### src/assert_macros.svh
// ----------------------------------------------------------------------------
// assert_macros.svh
// Concurrent assertion macros shared by the RTL; empty under SYNTHESIS.
// ----------------------------------------------------------------------------
`ifndef ASSERT_MACROS_SVH
`define ASSERT_MACROS_SVH
`ifndef SYNTHESIS
`define LWN_ASSERT(label, clk, rst, prop) \
   label: assert property (@(posedge clk) disable iff (rst) prop) \
      else $error("assertion failed");
`define LWN_NEVER(label, clk, rst, expr) \
   label: assert property (@(posedge clk) disable iff (rst) !(expr)) \
      else $error("forbidden condition seen");
`else
`define LWN_ASSERT(label, clk, rst, prop)
`define LWN_NEVER(label, clk, rst, expr)
`endif
`endif

### src/lwn_pkg.sv
// ----------------------------------------------------------------------------
// lwn_pkg
// Widths, exponential factor table and shared types of the weight normalizer.
// ----------------------------------------------------------------------------
package lwn_pkg;

   localparam int MAX_ITEMS   = 64;
   localparam int STORE_DEPTH = 64;
   localparam int ADDR_W      = 6;
   localparam int CNT_W       = 7;
   localparam int LW_W        = 24;
   localparam int W_W         = 17;
   localparam int SUM_W       = 23;
   localparam int EXP_BITS    = 20;
   localparam int K_W         = 5;
   localparam int T_W         = 25;
   localparam int ACC_W       = 33;
   localparam int FACT_W      = 32;

   localparam logic signed [LW_W-1:0] MIN_LW = {1'b1, {(LW_W-1){1'b0}}};

   typedef logic [EXP_BITS-1:0][FACT_W-1:0] factor_table_type;

   // exp(-2^(k-16)) in Q0.32, from an alternating series kept in Q50
   function automatic factor_table_type build_factors();
      factor_table_type tbl;
      logic [63:0]      term;
      logic [63:0]      sum;
      int               j;
      for (int k = 0; k < EXP_BITS; k++) begin
         j    = k - 16;
         term = 64'd1 << 50;
         sum  = term;
         for (int n = 1; n <= 60; n++) begin
            if (j >= 0) begin
               term = (term << j) / 64'(n);
            end else begin
               term = (term >> (-j)) / 64'(n);
            end
            if ((n % 2) == 1) begin
               sum = sum - term;
            end else begin
               sum = sum + term;
            end
         end
         tbl[k] = FACT_W'((sum + (64'd1 << 17)) >> 18);
      end
      return tbl;
   endfunction

   localparam factor_table_type EXP_FACTOR = build_factors();

   typedef struct packed {
      logic           start;
      logic [T_W-1:0] t;
   } exp_req_type;

   typedef struct packed {
      logic           busy;
      logic           done;
      logic [W_W-1:0] weight;
   } exp_sts_type;

endpackage

### src/lwn_channels.sv
// ----------------------------------------------------------------------------
// lwn_channels
// Valid/ready channels for log weight words and normalized weight words.
// ----------------------------------------------------------------------------
interface lwn_req_if;
   logic                                   valid;
   logic                                   ready;
   logic signed [lwn_pkg::LW_W-1:0]        log_weight;
   logic                                   last_item;

   modport source (output valid, output log_weight, output last_item, input ready);
   modport sink   (input valid, input log_weight, input last_item, output ready);
endinterface

interface lwn_rsp_if;
   logic                                   valid;
   logic                                   ready;
   logic [lwn_pkg::W_W-1:0]                weight;
   logic [lwn_pkg::ADDR_W-1:0]             item_index;
   logic [lwn_pkg::SUM_W-1:0]              weight_sum;
   logic signed [lwn_pkg::LW_W-1:0]        max_log_weight;
   logic                                   final_result;

   modport source (output valid, output weight, output item_index, output weight_sum,
                   output max_log_weight, output final_result, input ready);
   modport sink   (input valid, input weight, input item_index, input weight_sum,
                   input max_log_weight, input final_result, output ready);
endinterface

### src/lwn_ram.sv
// ----------------------------------------------------------------------------
// lwn_ram
// Generic single-write, single-read synchronous RAM with registered read.
// ----------------------------------------------------------------------------
module lwn_ram #(
   parameter int WIDTH = 24,
   parameter int DEPTH = 64
) (
   input  logic                     clock,
   input  logic                     wr_en,
   input  logic [$clog2(DEPTH)-1:0] wr_addr,
   input  logic [WIDTH-1:0]         wr_data,
   input  logic [$clog2(DEPTH)-1:0] rd_addr,
   output logic [WIDTH-1:0]         rd_data
);
   logic [WIDTH-1:0] mem_ff [DEPTH];
   logic [WIDTH-1:0] rd_data_ff;

   always_ff @(posedge clock) begin
      if (wr_en) begin
         mem_ff[wr_addr] <= wr_data;
      end
      rd_data_ff <= mem_ff[rd_addr];
   end

   assign rd_data = rd_data_ff;
endmodule

### src/lwn_exp.sv
// ----------------------------------------------------------------------------
// lwn_exp
// Iterative exp(-t) in Q1.16: one factor multiply per cycle over the bits of t.
// ----------------------------------------------------------------------------
module lwn_exp (
   input  logic                 clock,
   input  logic                 reset,
   input  lwn_pkg::exp_req_type req,
   output lwn_pkg::exp_sts_type sts
);
   logic                        busy_ff, busy_in;
   logic                        done_ff, done_in;
   logic [lwn_pkg::K_W-1:0]     k_ff, k_in;
   logic [lwn_pkg::T_W-1:0]     t_ff, t_in;
   logic [lwn_pkg::ACC_W-1:0]   acc_ff, acc_in;
   logic [lwn_pkg::ACC_W+lwn_pkg::FACT_W-1:0] prod;
   logic [lwn_pkg::ACC_W-1:0]   rounded;
   logic [lwn_pkg::ACC_W-1:0]   acc_half;

   assign prod    = acc_ff * lwn_pkg::EXP_FACTOR[k_ff];
   assign rounded = lwn_pkg::ACC_W'((prod + (65'd1 << 31)) >> 32);

   always_comb begin
      busy_in = busy_ff;
      done_in = 1'b0;
      k_in    = k_ff;
      t_in    = t_ff;
      acc_in  = acc_ff;
      if (req.start) begin
         busy_in = 1'b1;
         k_in    = '0;
         t_in    = req.t;
         acc_in  = lwn_pkg::ACC_W'(64'd1 << 32);
      end else if (busy_ff) begin
         // advance one bit of t; multiply in its factor when set
         if (t_ff[k_ff]) begin
            acc_in = rounded;
         end
         k_in = k_ff + 1'b1;
         if (k_ff == lwn_pkg::K_W'(lwn_pkg::EXP_BITS - 1)) begin
            busy_in = 1'b0;
            done_in = 1'b1;
         end
      end
   end

   always_ff @(posedge clock) begin
      if (reset) begin
         busy_ff <= 1'b0;
         done_ff <= 1'b0;
      end else begin
         busy_ff <= busy_in;
         done_ff <= done_in;
      end
      k_ff   <= k_in;
      t_ff   <= t_in;
      acc_ff <= acc_in;
   end

   assign acc_half   = acc_ff + lwn_pkg::ACC_W'(32768);
   assign sts.busy   = busy_ff;
   assign sts.done   = done_ff;
   // drop to zero for a difference of 16 or more
   assign sts.weight = (|t_ff[lwn_pkg::T_W-1:lwn_pkg::EXP_BITS]) ? '0
                       : acc_half[lwn_pkg::W_W+15:16];
endmodule

### src/log_weight_normalizer_unit.sv
// ----------------------------------------------------------------------------
// log_weight_normalizer_unit
// Log-sum-exp weight normalization: load a set of log weights, then emit
// exp(log weight - max) per weight, with the sum and max on the final word.
// ----------------------------------------------------------------------------
//  channel  dir  word
//  req_if   in   log_weight (s24 Q8.16), last_item
//  rsp_if   out  weight (Q1.16), item_index, weight_sum, max_log_weight, final_result
//
//  Loading accepts one word per cycle in the load state; the store write and
//  running max update happen in the accept cycle. The emit pass handles each
//  stored weight in steps: a RAM read, a start step, twenty steps of the shared
//  factor multiplier in lwn_exp plus a step that sees its done flag, and one
//  push into the output register. Reset is synchronous; it clears the set
//  count and the output valid and sets the running max to its minimum.
//  req_if.ready is low during the emit pass; a stalled output word holds the
//  pass at the push step. Loading of the next set starts as soon as the final
//  word sits in the output register.
// ----------------------------------------------------------------------------
`include "assert_macros.svh"

module log_weight_normalizer_unit (
   input  logic       clock,
   input  logic       reset,
   lwn_req_if.sink    req_if,
   lwn_rsp_if.source  rsp_if
);
   logic [2:0]                         state_ff, state_in;
   localparam logic [2:0] S_LOAD = 3'd0;
   localparam logic [2:0] S_READ = 3'd1;
   localparam logic [2:0] S_WAIT = 3'd2;
   localparam logic [2:0] S_EXP  = 3'd3;
   localparam logic [2:0] S_PUSH = 3'd4;

   logic [lwn_pkg::CNT_W-1:0]          count_ff, count_in;
   logic [lwn_pkg::ADDR_W-1:0]         idx_ff, idx_in;
   logic signed [lwn_pkg::LW_W-1:0]    max_ff, max_in;
   logic [lwn_pkg::SUM_W-1:0]          sum_ff, sum_in;

   logic                               out_valid_ff, out_valid_in;
   logic [lwn_pkg::W_W-1:0]            out_weight_ff, out_weight_in;
   logic [lwn_pkg::ADDR_W-1:0]         out_index_ff, out_index_in;
   logic [lwn_pkg::SUM_W-1:0]          out_sum_ff, out_sum_in;
   logic signed [lwn_pkg::LW_W-1:0]    out_max_ff, out_max_in;
   logic                               out_final_ff, out_final_in;

   logic                               req_take;
   logic                               wr_en;
   logic [lwn_pkg::LW_W-1:0]           rd_data;
   logic signed [lwn_pkg::LW_W-1:0]    rd_lw;
   logic [lwn_pkg::SUM_W-1:0]          sum_next;
   logic                               last_weight;
   logic                               out_free;
   lwn_pkg::exp_req_type               exp_req;
   lwn_pkg::exp_sts_type               exp_sts;

   assign req_if.ready = (state_ff == S_LOAD);
   assign req_take     = req_if.valid && req_if.ready;
   // drop words that arrive with the set full
   assign wr_en        = req_take && (count_ff < lwn_pkg::CNT_W'(lwn_pkg::MAX_ITEMS));

   lwn_ram #(
      .WIDTH(lwn_pkg::LW_W),
      .DEPTH(lwn_pkg::STORE_DEPTH)
   ) u_store (
      .clock   (clock),
      .wr_en   (wr_en),
      .wr_addr (count_ff[lwn_pkg::ADDR_W-1:0]),
      .wr_data (req_if.log_weight),
      .rd_addr (idx_ff),
      .rd_data (rd_data)
   );

   assign rd_lw       = rd_data;
   assign exp_req.start = (state_ff == S_WAIT);
   // max is never below a stored weight, so the difference is non-negative
   assign exp_req.t   = lwn_pkg::T_W'({max_ff[lwn_pkg::LW_W-1], max_ff}
                                      - {rd_lw[lwn_pkg::LW_W-1], rd_lw});

   lwn_exp u_exp (
      .clock (clock),
      .reset (reset),
      .req   (exp_req),
      .sts   (exp_sts)
   );

   assign sum_next    = sum_ff + lwn_pkg::SUM_W'(exp_sts.weight);
   assign last_weight = (lwn_pkg::CNT_W'(idx_ff) + 1'b1 == count_ff);
   assign out_free    = !out_valid_ff || rsp_if.ready;

   always_comb begin
      state_in      = state_ff;
      count_in      = count_ff;
      idx_in        = idx_ff;
      max_in        = max_ff;
      sum_in        = sum_ff;
      out_valid_in  = out_valid_ff && !rsp_if.ready;
      out_weight_in = out_weight_ff;
      out_index_in  = out_index_ff;
      out_sum_in    = out_sum_ff;
      out_max_in    = out_max_ff;
      out_final_in  = out_final_ff;
      unique case (state_ff)
         S_LOAD: begin
            if (wr_en) begin
               count_in = count_ff + 1'b1;
               if (req_if.log_weight > max_ff) begin
                  max_in = req_if.log_weight;
               end
            end
            if (req_take && req_if.last_item) begin
               idx_in   = '0;
               sum_in   = '0;
               state_in = S_READ;
            end
         end
         S_READ: begin
            state_in = S_WAIT;
         end
         S_WAIT: begin
            state_in = S_EXP;
         end
         S_EXP: begin
            if (exp_sts.done) begin
               state_in = S_PUSH;
            end
         end
         S_PUSH: begin
            // hold until the output register frees up
            if (out_free) begin
               out_valid_in  = 1'b1;
               out_weight_in = exp_sts.weight;
               out_index_in  = idx_ff;
               out_final_in  = last_weight;
               out_sum_in    = last_weight ? sum_next : '0;
               out_max_in    = last_weight ? max_ff : '0;
               sum_in        = sum_next;
               if (last_weight) begin
                  count_in = '0;
                  max_in   = lwn_pkg::MIN_LW;
                  sum_in   = '0;
                  state_in = S_LOAD;
               end else begin
                  idx_in   = idx_ff + 1'b1;
                  state_in = S_READ;
               end
            end
         end
         default: begin
            state_in = S_LOAD;
         end
      endcase
   end

   always_ff @(posedge clock) begin
      if (reset) begin
         state_ff     <= S_LOAD;
         count_ff     <= '0;
         max_ff       <= lwn_pkg::MIN_LW;
         sum_ff       <= '0;
         out_valid_ff <= 1'b0;
      end else begin
         state_ff     <= state_in;
         count_ff     <= count_in;
         max_ff       <= max_in;
         sum_ff       <= sum_in;
         out_valid_ff <= out_valid_in;
      end
      idx_ff        <= idx_in;
      out_weight_ff <= out_weight_in;
      out_index_ff  <= out_index_in;
      out_sum_ff    <= out_sum_in;
      out_max_ff    <= out_max_in;
      out_final_ff  <= out_final_in;
   end

   assign rsp_if.valid          = out_valid_ff;
   assign rsp_if.weight         = out_weight_ff;
   assign rsp_if.item_index     = out_index_ff;
   assign rsp_if.weight_sum     = out_sum_ff;
   assign rsp_if.max_log_weight = out_max_ff;
   assign rsp_if.final_result   = out_final_ff;

   // the set never grows past its capacity
   `LWN_ASSERT(a_count_bound, clock, reset, count_ff <= lwn_pkg::CNT_W'(lwn_pkg::MAX_ITEMS))
   // no load is taken while the exponential unit works
   `LWN_NEVER(a_no_load_in_emit, clock, reset, req_if.ready && exp_sts.busy)
   // the exponential finishes only while the sequencer waits for it
   `LWN_ASSERT(a_done_in_exp, clock, reset, exp_sts.done |-> state_ff == S_EXP)
   // an emit pass never starts on an empty set
   `LWN_NEVER(a_emit_nonempty, clock, reset, state_ff == S_READ && count_ff == '0)

endmodule
### src/flat_wrapper.sv
// flat-port wrapper written by rule: the top's interface ports become plain ports
module log_weight_normalizer_unit_flat 
  (clock, reset, req_if_valid, req_if_log_weight, req_if_last_item, req_if_ready, rsp_if_valid, rsp_if_weight, rsp_if_item_index, rsp_if_weight_sum, rsp_if_max_log_weight, rsp_if_final_result, rsp_if_ready);
  lwn_req_if req_if_i ();
  lwn_rsp_if rsp_if_i ();
  input  logic clock;
  input  logic reset;
  input wire logic [$bits(req_if_i.valid)-1:0] req_if_valid;
  input wire logic [$bits(req_if_i.log_weight)-1:0] req_if_log_weight;
  input wire logic [$bits(req_if_i.last_item)-1:0] req_if_last_item;
  output wire logic [$bits(req_if_i.ready)-1:0] req_if_ready;
  output wire logic [$bits(rsp_if_i.valid)-1:0] rsp_if_valid;
  output wire logic [$bits(rsp_if_i.weight)-1:0] rsp_if_weight;
  output wire logic [$bits(rsp_if_i.item_index)-1:0] rsp_if_item_index;
  output wire logic [$bits(rsp_if_i.weight_sum)-1:0] rsp_if_weight_sum;
  output wire logic [$bits(rsp_if_i.max_log_weight)-1:0] rsp_if_max_log_weight;
  output wire logic [$bits(rsp_if_i.final_result)-1:0] rsp_if_final_result;
  input wire logic [$bits(rsp_if_i.ready)-1:0] rsp_if_ready;
  assign req_if_i.valid = req_if_valid;
  assign req_if_i.log_weight = req_if_log_weight;
  assign req_if_i.last_item = req_if_last_item;
  assign req_if_ready = req_if_i.ready;
  assign rsp_if_valid = rsp_if_i.valid;
  assign rsp_if_weight = rsp_if_i.weight;
  assign rsp_if_item_index = rsp_if_i.item_index;
  assign rsp_if_weight_sum = rsp_if_i.weight_sum;
  assign rsp_if_max_log_weight = rsp_if_i.max_log_weight;
  assign rsp_if_final_result = rsp_if_i.final_result;
  assign rsp_if_i.ready = rsp_if_ready;
  log_weight_normalizer_unit u_core (.clock(clock), .reset(reset), .req_if(req_if_i), .rsp_if(rsp_if_i));
endmodule
### config.mk
export PLATFORM = sky130hd
export DESIGN_NAME = log_weight_normalizer_unit_flat
export DESIGN_NICKNAME = d
export VERILOG_FILES = /design/src/lwn_pkg.sv /design/src/lwn_channels.sv /design/src/lwn_ram.sv /design/src/lwn_exp.sv /design/src/log_weight_normalizer_unit.sv /design/src/flat_wrapper.sv
export VERILOG_INCLUDE_DIRS = /design/src /design/src/src
export SDC_FILE = /design/constraint.sdc
export NUM_CORES = 2
export LEC_CHECK = 0
export BUFFER_PORTS_ARGS = -buffer_cell sky130_fd_sc_hd__buf_2
export CAP_MARGIN = 20
export CORE_ASPECT_RATIO = 0.5
export CORE_MARGIN = 8
export CORE_UTILIZATION = 58
export CTS_CLUSTER_DIAMETER = 100
export CTS_CLUSTER_SIZE = 10
export DETAILED_ROUTE_END_ITERATION = 8
export GPL_ROUTABILITY_DRIVEN = 0
export GPL_TIMING_DRIVEN = 0
export HOLD_SLACK_MARGIN = 0.05
export PLACE_DENSITY = 0.76
export SYNTH_ARGS = -nofsm -noshare
export SYNTH_HDL_FRONTEND = slang
export SYNTH_HIERARCHICAL = 1
export SYNTH_SLANG_ARGS = --single-unit
### constraint.sdc
create_clock -name clock -period 7.4 [get_ports clock]
set_input_delay 0.74 -clock clock [delete_from_list [all_inputs] [get_ports clock]]
set_output_delay 0.74 -clock clock [all_outputs]
set_load 0.05 [all_outputs]
==> metrics.cfg <==
[status]
status = finished, violations left
violations = negative setup slack

[cells_and_area]
n_fill_cell = 12000
multi_input_area_mm2 = 0.0488
final_nets = 9289
syn_to_final_growth_pct = 13.1
seq_area_mm2 = 0.0525
drive_gt1_share_pct = 18.9

[die]
start_util_pct = 58.5
coreArea_mm2 = 0.180
die_w_um = 619
fp-row-count = 110
die_h_um = 317
ios = 102
die_area_mm2 = 0.196

[clock_tree]
hold_buffers = 0
root_buffer = clkbuf_16
cts_tree = built
insertion_delay_ps = 850
clk_pin_slew_ps = 50
cts_max_level = 4
cts_buffers = 197
numClockSinks = 1792
clock_path_buffers = 3

[worst_setup_path]
cp_max_fo = 10
crit_path_cell_trace = clkbuf_8, and2_1, fa_1, fa_1, inv_1, fa_1, fa_1, inv_1, fa_1, fa_1, fa_2, fa_1, ha_4, nand2_4, or4_1, and3_1, a222oi_1, a32o_2, nor4_4, nor3_2, buf_4, a21oi_4, xnor2_2, a22o_1
rr_endpoint = u_core/u_exp/acc_ff[28]$_SDFFE_PP0P_
end_kind = register
reg2reg_slack_ps = -840
critical_path_class = reg2reg
cp.required_ps = 8050
cpPeakStageDelay_ps = 760
worst_r2r_path_depth = 24
path_common_cell = fa_1
worstPathArrival_ps = 8890
cp-start-kind = register
r2r_start = u_core/u_exp/acc_ff[23]$_SDFFE_PP0P_
worst_path_max_delay_cell = a222oi_1

[hold_path]
min_to = u_core/u_exp/done_ff$_SDFF_PP0_
worstHoldPathType = in2reg
hp-start = reset
min_path_cells = 2

[detailed_routing]
drt-total-wl_um = 320000
drt-vias-per-instance = 6.48
num_vias = 67600
post_drt_wl_per_cell_um = 30.7
drtIter0Drc = 9827
drt-pass1-iter-count = 8
drc = 0
final_antenna_net_count = 0

[synth]
syn-num-nets = 8853
syn_area_mm2 = 0.105
syn_inst = 7525
yosys_warnings = 6
avgSynthCellArea_um2 = 14.0

[global_routing]
grt_pass1_vias = 68600
met3_usage_pct = 12.1
grt.busiest_layer = met2
grt_use_total_pct = 32.6
grt-ovfl-total = 0
use_met1_pct = 41.2
grt_pass1_wl_um = 463000
grtUsageMet2_pct = 49.6
grt_max_degree = 76
antenna_found_initial = 28

[sta]
post-route-period-util_pct = 111
timing.fmax_ghz = 0.121
worst_pin_slew_ps = 1310
drv_slew = 0
skew_ps = 75.9
fin_crit_ps = 8240
hold_violations = 0
slew_headroom_pct = 12.9
rsz0062_at_grt = true
fin_ws_ps = -836
finalSetupViolations = 20

[flow_run]
cap_violations = 0

[place]
dp_hpwl_um = 224000
portBuffers = 101
pre_cts_ws_ps = -2310

## what timing repair did
item | CTS | global route
buffers inserted | 62 | 38
pin swaps | 114 | 72
gates resized for setup | 665 | 155
cloned | 2 | 0
endpoints found under the setup margin | 33 | 32
## registers in the layout, indices dropped and copies added, names as in the netlist, 5 cells and up, named ones only
signal,flops
u_core/rsp_if.item_index,6
u_core/sum_ff,23
u_core/u_exp/k_ff,5
u_core/count_ff,7
u_core/idx_ff,6
u_core/max_ff,24
u_core/u_exp/t_ff,25
u_core/rsp_if.weight,17
u_core/u_store/mem_ff,1536
u_core/u_exp/acc_ff,33
u_core/rsp_if.max_log_weight,24
u_core/rsp_if.weight_sum,23
u_core/u_store/rd_data,24
## worst max-delay path, delay by kind of cell (launching register included)
family / cells / cell delay (ps)
xor+xnor: 1 / 160
compound gates: 4 / 1360
fa+ha+maj: 9 / 4380
simple gates: 6 / 1200
buf+inv: 4 / 520
flops: 1 / 440
## through the flow
| step | cells | TNS (ps) | hold slack (ps) | util, % | instance area [µm²] |
|---|---|---|---|---|---|
| detailed placement | 10100 | -49940 | 462 | 61.2 | 110000 |
| CTS | 10400 | -5990 | 177 | 65.7 | 118000 |
| floorplan | 7525 | 0 | 432 | - | 105000 |
| global placement | 10000 | -48400 | 447 | 60.4 | 109000 |
| global route | 10400 | -10390 | 199 | 66.1 | 119000 |
| finish | 10400 | -7550 | 231 | 66.1 | 119000 |
## how the worst max path moves through the flow
stage	start	endpoint	slack [ps]	depth (start not counted)
floorplan	u_core/u_exp/acc_ff[31]$_SDFFE_PP0P_	u_core/u_exp/acc_ff[26]$_SDFFE_PP0P_	30	26
global placement	register	u_core/u_exp/acc_ff[32]$_SDFFE_PP1P_	-2270	25
detailed placement	u_core/u_exp/acc_ff[20]$_SDFFE_PP0P_	u_core/u_exp/acc_ff[28]$_SDFFE_PP0P_	-2310	27
CTS	u_core/u_exp/acc_ff[18]$_SDFFE_PP0P_	u_core/u_exp/acc_ff[28]$_SDFFE_PP0P_	-640	24
global route	register	u_core/u_exp/acc_ff[28]$_SDFFE_PP0P_	-930	27
finish	u_core/u_exp/acc_ff[23]$_SDFFE_PP0P_	u_core/u_exp/acc_ff[28]$_SDFFE_PP0P_	-840	24
## cell usage in the layout, fill, tap and decap left out, types with 37 or more instances in the layout
master and n:
o22ai_1 57, mux2_2 53, clkbuf_16 228, dfxtp_1 94, inv_1 948, a21o_1 37
a221oi_1 53, xnor2_1 49, o21ai_0 73, fa_1 894, ha_1 352, nand2_1 514
mux4_2 363, a21oi_1 147, buf_2 161, mux2i_1 105, xor2_1 47, and3_1 39
clkbuf_4 39, and2_1 679, nand2b_1 39, nand3_1 52, clkbuf_8 53, clkbuf_1 129
buf_4 125, dfxtp_4 45, nor2_4 49, a22oi_1 47, nor2_1 176, edfxtp_1 1638
## layout make-up
type | count | share of cell area, %
buffer | 396 | 2.78
sequential | 1792 | 44.0
multi-input combinational | 4346 | 40.9
clock inverter | 14 | 0.290
timing repair buffer | 253 | 2.06
clock buffer | 235 | 4.27
antenna | 20 | 0.0420
tap | 2408 | 2.53
inverter | 975 | 3.07
## routing by layer
layer	routed length (µm)	part of all wire, %
met5	172	0.054
met4	20300	6.3
met3	48400	15
met2	142000	44
met1	109000	34
Power is not shown: default switching activity piles up to over one toggle a cycle in this logic, so the estimate is an artifact.
